==> config.mk <==
export PLATFORM = sky130hd
export DESIGN_NAME = iirdf1c_regs
export DESIGN_NICKNAME = d
export VERILOG_FILES = /design/src/rtl/iirdf1c_pkg.sv /design/src/rtl/iirdf1c_regs.sv
export SDC_FILE = /design/constraint.sdc
export NUM_CORES = 1
export LEC_CHECK = 0
export ABC_AREA = 1
export CAP_MARGIN = 20
export CORE_ASPECT_RATIO = 1.1
export CORE_MARGIN = 8
export CORE_UTILIZATION = 25
export CTS_CLUSTER_SIZE = 25
export DETAILED_ROUTE_END_ITERATION = 7
export DONT_BUFFER_PORTS = 1
export SYNTH_ARGS = -nofsm -noshare
export SYNTH_HDL_FRONTEND = slang
export SYNTH_SLANG_ARGS = --single-unit
==> constraint.sdc <==
create_clock -name clk_i -period 2.1 [get_ports clk_i]
set_input_delay 0.42 -clock clk_i [delete_from_list [all_inputs] [get_ports clk_i]]
set_output_delay 0.42 -clock clk_i [all_outputs]
set_load 0.005 [all_outputs]
==> src/rtl/iirdf1c_pkg.sv <==
// ----------------------------------------------------------------------------
// Clamped direct form I IIR filter: shared definitions
// Widths, register indexes and the structures that pass between modules.
// ----------------------------------------------------------------------------
package iirdf1c_pkg;

  localparam int unsigned SampleW = 32;
  localparam int unsigned CoefW   = 32;
  localparam int unsigned FracW   = 28;
  localparam int unsigned ProdW   = SampleW + CoefW;
  localparam int unsigned AccW    = ProdW + 3;
  localparam int unsigned AddrW   = 5;
  localparam int unsigned DataW   = 32;

  typedef logic signed [SampleW-1:0] sample_t;
  typedef logic signed [CoefW-1:0]   coef_t;

  typedef enum logic [2:0] {
    RegB0,
    RegB1,
    RegB2,
    RegA1,
    RegA2,
    RegOutMin,
    RegOutMax
  } reg_idx_e;

  typedef struct packed {
    coef_t   b0;
    coef_t   b1;
    coef_t   b2;
    coef_t   a1;
    coef_t   a2;
    sample_t out_min;
    sample_t out_max;
  } cfg_t;

  typedef struct packed {
    sample_t x1;
    sample_t x2;
    sample_t y1;
    sample_t y2;
  } hist_t;

  localparam coef_t   B0Reset     = 32'sh1000_0000;
  localparam sample_t OutMinReset = 32'sh8000_0000;
  localparam sample_t OutMaxReset = 32'sh7fff_ffff;

endpackage

==> src/rtl/iirdf1c_regs.sv <==
// ----------------------------------------------------------------------------
// Configuration registers
// APB-style register file holding the coefficients and the output limits.
// ----------------------------------------------------------------------------
module iirdf1c_regs import iirdf1c_pkg::*; (
  input  logic             clk_i,
  input  logic             rst_ni,
  input  logic             psel,
  input  logic             penable,
  input  logic             pwrite,
  input  logic [AddrW-1:0] paddr,
  input  logic [DataW-1:0] pwdata,
  output logic [DataW-1:0] prdata,
  output logic             pready,
  output cfg_t             cfg_o
);

  cfg_t     cfg_q;
  reg_idx_e idx;
  logic     wr_en;

  assign idx    = reg_idx_e'(paddr[AddrW-1:2]);
  assign wr_en  = psel && penable && pwrite;
  assign pready = 1'b1;
  assign cfg_o  = cfg_q;

  always_ff @(posedge clk_i or negedge rst_ni) begin
    if (!rst_ni) begin
      cfg_q.b0      <= B0Reset;
      cfg_q.b1      <= '0;
      cfg_q.b2      <= '0;
      cfg_q.a1      <= '0;
      cfg_q.a2      <= '0;
      cfg_q.out_min <= OutMinReset;
      cfg_q.out_max <= OutMaxReset;
    end else if (wr_en) begin
      case (idx)
        RegB0:     cfg_q.b0      <= coef_t'(pwdata);
        RegB1:     cfg_q.b1      <= coef_t'(pwdata);
        RegB2:     cfg_q.b2      <= coef_t'(pwdata);
        RegA1:     cfg_q.a1      <= coef_t'(pwdata);
        RegA2:     cfg_q.a2      <= coef_t'(pwdata);
        RegOutMin: cfg_q.out_min <= sample_t'(pwdata);
        RegOutMax: cfg_q.out_max <= sample_t'(pwdata);
        default: begin
        end
      endcase
    end
  end

  always_comb begin
    case (idx)
      RegB0:     prdata = DataW'(cfg_q.b0);
      RegB1:     prdata = DataW'(cfg_q.b1);
      RegB2:     prdata = DataW'(cfg_q.b2);
      RegA1:     prdata = DataW'(cfg_q.a1);
      RegA2:     prdata = DataW'(cfg_q.a2);
      RegOutMin: prdata = DataW'(cfg_q.out_min);
      RegOutMax: prdata = DataW'(cfg_q.out_max);
      default:   prdata = '0;
    endcase
  end

endmodule

==> results of run 1 <==
==> worst max path at each step <==
stage / startpoint / end / slack, ns
final: cfg_o[17]$_DFFE_PN1P_ / prdata[17] / 0.09
after global routing: cfg_o[28]$_DFFE_PN1P_ / prdata[28] / 0.03
after CTS: cfg_o[17]$_DFFE_PN1P_ / prdata[17] / 0.08
after detailed placement: paddr[3] / prdata[17] / 0.27
after global placement: paddr[3] / prdata[17] / 0.28
after floorplan: paddr[4] / prdata[17] / 0.45
==> where the power goes <==
group	switching (mW)	leakage (nW)	internal, mW
logic	0.961	3.13	0.518
registers	1.06	2.77	5.24
clock network	1.90	0.408	2.62
==> layout make-up <==
type | instances | area [sq um] | share of cell area
Timing Repair Buffer | 73 | 778 | 0.0600
Clock buffer | 38 | 757 | 0.0584
Antenna cell | 3 | 7.51 | 0.000579
Sequential cell | 224 | 5650 | 0.435
Multi-Input combinational cell | 1073 | 4830 | 0.373
Inverter | 35 | 134 | 0.0103
Tap cell | 581 | 727 | 0.0561
Clock inverter | 10 | 82.6 | 0.00637
==> kinds of logic (layout without fill, tap and decap cells) <==
kind of cell | count (synthesis) | in the layout | synth area share
flip-flops | 224 | 224 | 0.500
other | 1 | 4 | 0.000332
AND/OR/NAND/NOR | 848 | 848 | 0.328
buffers and inverters | 160 | 156 | 0.0715
AO/OA/AOI/OAI | 224 | 224 | 0.0994
==> cells in the final DEF (no fill, tap or decap), drive strengths merged, types with 33 or more instances in the layout <==
master  synthesis  final
clkbuf         43     38
nand2         546    546
inv            35     35
dfrtp         191    191
nor2          104    104
nand3          70     70
nand4         128    128
o21ai         224    224
dfstp          33     33
buf            82     41
==> what timing repair did <==
item,in CTS,in global routing
endpoints found under the hold margin,446,224
gates resized for setup,0,0
buffers inserted,0,0
==> worst max-delay path, cell delays in order, from the launching register on <==
cell     delay (ns)
dfstp_2        0.58
nand4_1        0.16
nand2_1        0.11
nor2_1         0.05
nand2_1        0.14
==> Yosys cell counts (all sizes together) <==
cell    count
conb        1
o21ai     224
nand4     128
clkbuf     43
buf        82
inv        35
nand3      70
nand2     546
dfrtp     191
nor2      104
dfstp      33
==> per-layer routing <==
| metal | vias up | part of all wire | GRT usage |
|---|---|---|---|
| met4 | 4 | 0.036 | 0.0672 |
| li1 | 4797 | - | - |
| met3 | 109 | 0.11 | 0.0578 |
| met2 | 522 | 0.47 | 0.282 |
| met1 | 5002 | 0.38 | 0.214 |
| met5 | - | 0.00055 | 0 |
==> flow_summary_export.csv, run 1 <==
group,metric,value,unit
power,peakVddDrop,0.000540,V
clock_tree,hold_buffers,32,
timing,finalCritPeriodShare,0.956,
clock_tree,clk_pin_slew,0.06,ns
logic_synthesis,synth_nets,1499,
logic_synthesis,ys_types,21,
min_path,worstHoldPathType,"in2async",
power,p_leak,6.30,nW
timing,clock_skew,0,ns
global_route,grt_pass1_vias,10000,
global_route,overflow,0,
outcome,violations,"hold timing",
timing,fin_ws,0.0929,ns
outcome,status,"complete, but fails checks",
power,total_power,12.3,mW
worst_setup_path,worst-r2r-cell-count,2,
timing,rsz0062_at_grt,"no",
worst_setup_path,r2r_slack,1.28,ns
floorplanning,coreArea,44500,sq um
clock_tree,cts_buffer_depth,3,
logic_synthesis,yosys.area.top_type_share,0.424,
floorplanning,die_h,239,um
timing,slew_headroom,0.619,
route,firstDrtPassIters,5,
worst_setup_path,path_max_fanout,3,
worst_setup_path,timing.rr.start,"cfg_o[7]$_DFFE_PN1P_",
logic_synthesis,yosys-top-cells-area,"dfrtp_1, nand2_1, o21ai_0",
job,maxCapViolCount,0,
logic_synthesis,ys_ff_latch,224,
logic_synthesis,synth_seq_area_share,0.500,
timing,period_needed,2.01,ns
route,num_vias,10400,
floorplanning,start_util,0.254,
clock_tree,cts.sinks,224,
timing,hold_ws,-0.411,ns
worst_setup_path,endpoint_kind,"output port",
global_route,grt_pass1_wl,69700,um
final_layout,drive_above_1_share,0.0922,
timing,max_freq,498,MHz
timing,finalHoldViolations,213,
worst_setup_path,start_kind,"flip-flop",
route,drt_iter0_drc,1002,
clock_tree,numCtsBuffers,26,
power,power.density,949,nW/um^2
clock_tree,cts_tree,"built",
placement,post-place-ws,0.268,ns
global_route,antenna_found_initial,4,
worst_setup_path,worstSetupPathType,"reg2out",
logic_synthesis,yosysWarnings,0,
placement,io_buffer_count,0,
clock_tree,clock_latency,0.53,ns
logic_synthesis,synth_area,11300,sq um
floorplanning,die_w,219,um
logic_synthesis,synth_top_area_cell,"dfrtp_1",
final_layout,layout.nets,1475,
logic_synthesis,syn_area_per_cell,7.74,sq um
final_layout,area_delta_synth_final,14.9,%
placement,dpl.hpwl,29700,um
worst_setup_path,critPathArrivalTime,1.59,ns
placement,gp_congestion,0.828,
floorplanning,row_count,81,
route,via_per_inst,5.12,
route,drc,0,
final_layout,nFillCells,4697,
worst_setup_path,cp_data_required_time,1.68,ns
route,antenna_left,0,
placement,dpl_cell_area,11800,sq um
placement,post-place-cells,1954,
logic_synthesis,synthCells,1457,
timing,setup_viol,0,
floorplanning,ios,299,
worst_setup_path,r2r-end,"cfg_o[7]$_DFFE_PN1P_",
route,routed_wl,47600,um
clock_tree,clockRootBuffer,"clkbuf_16",
route,post_drt_wl_per_cell,23.4,um
final_layout,postLayoutCellArea,13000,sq um
final_layout,largest_reg_flops,224,
global_route,grt.total_usage,0.175,
global_route,grt_max_degree,225,
timing,max_slew.worst_pin.slew,0.571,ns
final_layout,fin_util,0.291,
timing,finalSetupTns,0,ns
timing,slew_violations,0,
final_layout,final_cell_count_no_fill,2037,
floorplanning,dieArea,52200,sq um
clock_tree,cts_htree_levels,1,
Note: power is estimated with default switching activity, not from simulation.
==> run 2, diff against run 1 <==
REMOVE_ABC_BUFFERS = 1   (was unset)
==> run 2 against run 1 <==
Compared with the run above:
- the run still ends with hold timing left
- final area about the same
- utilization about the same
- combinational power about the same
- global-route usage up 0.56 points
- largest power group unchanged
==> flow_summary_export.csv, run 2 (synthesis results as in run 1) <==
group,metric,value,unit
worst_setup_path,r2r_slack,1.24,ns
placement,gp_congestion,0.779,
outcome,violations,"hold timing",
final_layout,layout_common_cells,"nand2_1, dfrtp_1, o21ai_0",
global_route,grt_pass1_vias,10600,
route,routed_wl,49000,um
route,num_vias,10700,
clock_tree,numCtsBuffers,27,
route,antenna_left,0,
floorplanning,die_h,239,um
timing,max_slew.worst_pin.slew,0.656,ns
timing,period_needed,1.96,ns
floorplanning,start_util,0.254,
timing,fin_ws,0.145,ns
route,drc,0,
clock_tree,cts.repair.resized,0,
timing,slew_violations,0,
final_layout,area_delta_synth_final,15.0,%
floorplanning,coreArea,44500,sq um
timing,clock_skew,0,ns
worst_setup_path,endpoint_kind,"output port",
power,p_sw,3.93,mW
worst_setup_path,path_max_fanout,3,
route,via_per_inst,5.24,
timing,finalHoldViolations,224,
timing,setup_viol,0,
power,intPower,8.50,mW
final_layout,final_common_cell,"nand2_1",
job,maxCapViolCount,0,
clock_tree,clockRootBuffer,"clkbuf_16",
global_route,overflow,0,
clock_tree,post-cts-setup-buffer-count,0,
global_route,grt_pass1_wl,71700,um
timing,hold_ws,-0.422,ns
route,post_drt_wl_per_cell,24.1,um
power,p_clk_frac,0.375,
final_layout,nFillCells,4657,
power,switching_share,0.316,
timing,finalSetupTns,0,ns
clock_tree,clock_latency,0.55,ns
power,seqPwrFrac,0.506,
final_layout,postLayoutCellArea,13000,sq um
min_path,worstHoldPathType,"in2async",
clock_tree,cts.sinks,224,
clock_tree,cts_htree_levels,1,
placement,dpl.hpwl,29600,um
placement,dpl_cell_area,11800,sq um
timing,slew_headroom,0.563,
timing,finalCritPeriodShare,0.931,
final_layout,layout.nets,1477,
floorplanning,row_count,81,
worst_setup_path,timing.rr.start,"cfg_o[20]$_DFFE_PN1P_",
clock_tree,cts_tree,"built",
power,combPwrFrac,0.119,
placement,io_buffer_count,0,
power,p_leak,6.31,nW
worst_setup_path,cp_data_required_time,1.68,ns
timing,rsz0062_at_grt,"no",
floorplanning,dieArea,52200,sq um
clock_tree,hold_buffers,32,
floorplanning,die_w,219,um
placement,post-place-ws,0.234,ns
floorplanning,ios,299,
worst_setup_path,start_kind,"flip-flop",
global_route,grt.total_usage,0.180,
clock_tree,clk_pin_slew,0.06,ns
worst_setup_path,worstSetupPathType,"reg2out",
outcome,status,"complete, but fails checks",
global_route,antenna_found_initial,2,
final_layout,largest_reg_flops,224,
power,peakVddDrop,0.000545,V
global_route,grt_max_degree,225,
clock_tree,cts_buffer_depth,3,
worst_setup_path,crit_start,"cfg_o[41]$_DFFE_PN0P_",
final_layout,diodes,0,
final_layout,drive_above_1_share,0.0900,
route,firstDrtPassIters,7,
route,drt_iter0_drc,1097,
power,power.density,958,nW/um^2
timing,max_freq,511,MHz
worst_setup_path,critPathArrivalTime,1.54,ns
[run 2: cell count changes in the layout (fill, tap and decap cells not counted), moves of 2 or more]
cell	delta
clkbuf_8	+3
buf_4	+2
clkbuf_1	+5
clkinv_2	-4
diode_2	-3
clkinvlp_4	-3
[run 2: final cells by class]
class                           instances  area (sq um)  area share
Clock buffer                           46           817      0.0630
Tap cell                              581           727      0.0560
Multi-Input combinational cell       1073          4830       0.373
Sequential cell                       224          5650       0.435
Inverter                               35           134      0.0103
Timing Repair Buffer                   74           773      0.0596
Clock inverter                          3          40.0     0.00309
[run 2: critical path, cell delays in order, from the launching register on]
cell and delay, ns:
dfrtp_1 0.44, nand4_1 0.12, nand2_1 0.07, nor2_1 0.22, nand2_1 0.14
[run 2: per-layer routing]
layer  routed length, um  up-vias  track usage  share of wire
met5                  12        -            0        0.00025
met4                1260        2       0.0654          0.026
met3                5150       99       0.0545           0.11
met2               23000      602        0.290           0.47
met1               19600     5186        0.226           0.40
li1                    -     4780            -              -
[run 2: final timing paths]
path | end | depth (start not counted)
min in group clk_i | cfg_o[18]$_DFFE_PN1P_ | 4
max reg2reg | cfg_o[20]$_DFFE_PN1P_ | 2
min reg2reg | cfg_o[0]$_DFFE_PN1P_ | 2
max in group asynchronous | cfg_o[220]$_DFFE_PN1P_ | 0
min | cfg_o[106]$_DFFE_PN0P_ | 0
max | prdata[9] | 4
[run 2: power groups by stage]
| stage | Clock [mW] | Sequential (mW) | Combinational (mW) |
|---|---|---|---|
| floorplan | 0 | 5.90 | 0.984 |
| global placement | 0 | 6.37 | 1.31 |
| detailed placement | 0 | 6.39 | 1.37 |
| CTS | 4.77 | 6.33 | 1.48 |
| global route | 4.95 | 6.42 | 1.71 |
| finish | 4.66 | 6.29 | 1.48 |
[run 2: metrics by stage]
| stage | utilization | power, mW | instances |
|---|---|---|---|
| after floorplan | - | 6.88 | 1332 |
| after global placement | 0.265 | 7.67 | 1955 |
| after detailed placement | 0.265 | 7.76 | 1955 |
| after CTS | 0.292 | 12.6 | 2036 |
| after global routing | 0.292 | 13.1 | 2036 |
| final | 0.292 | 12.4 | 2036 |
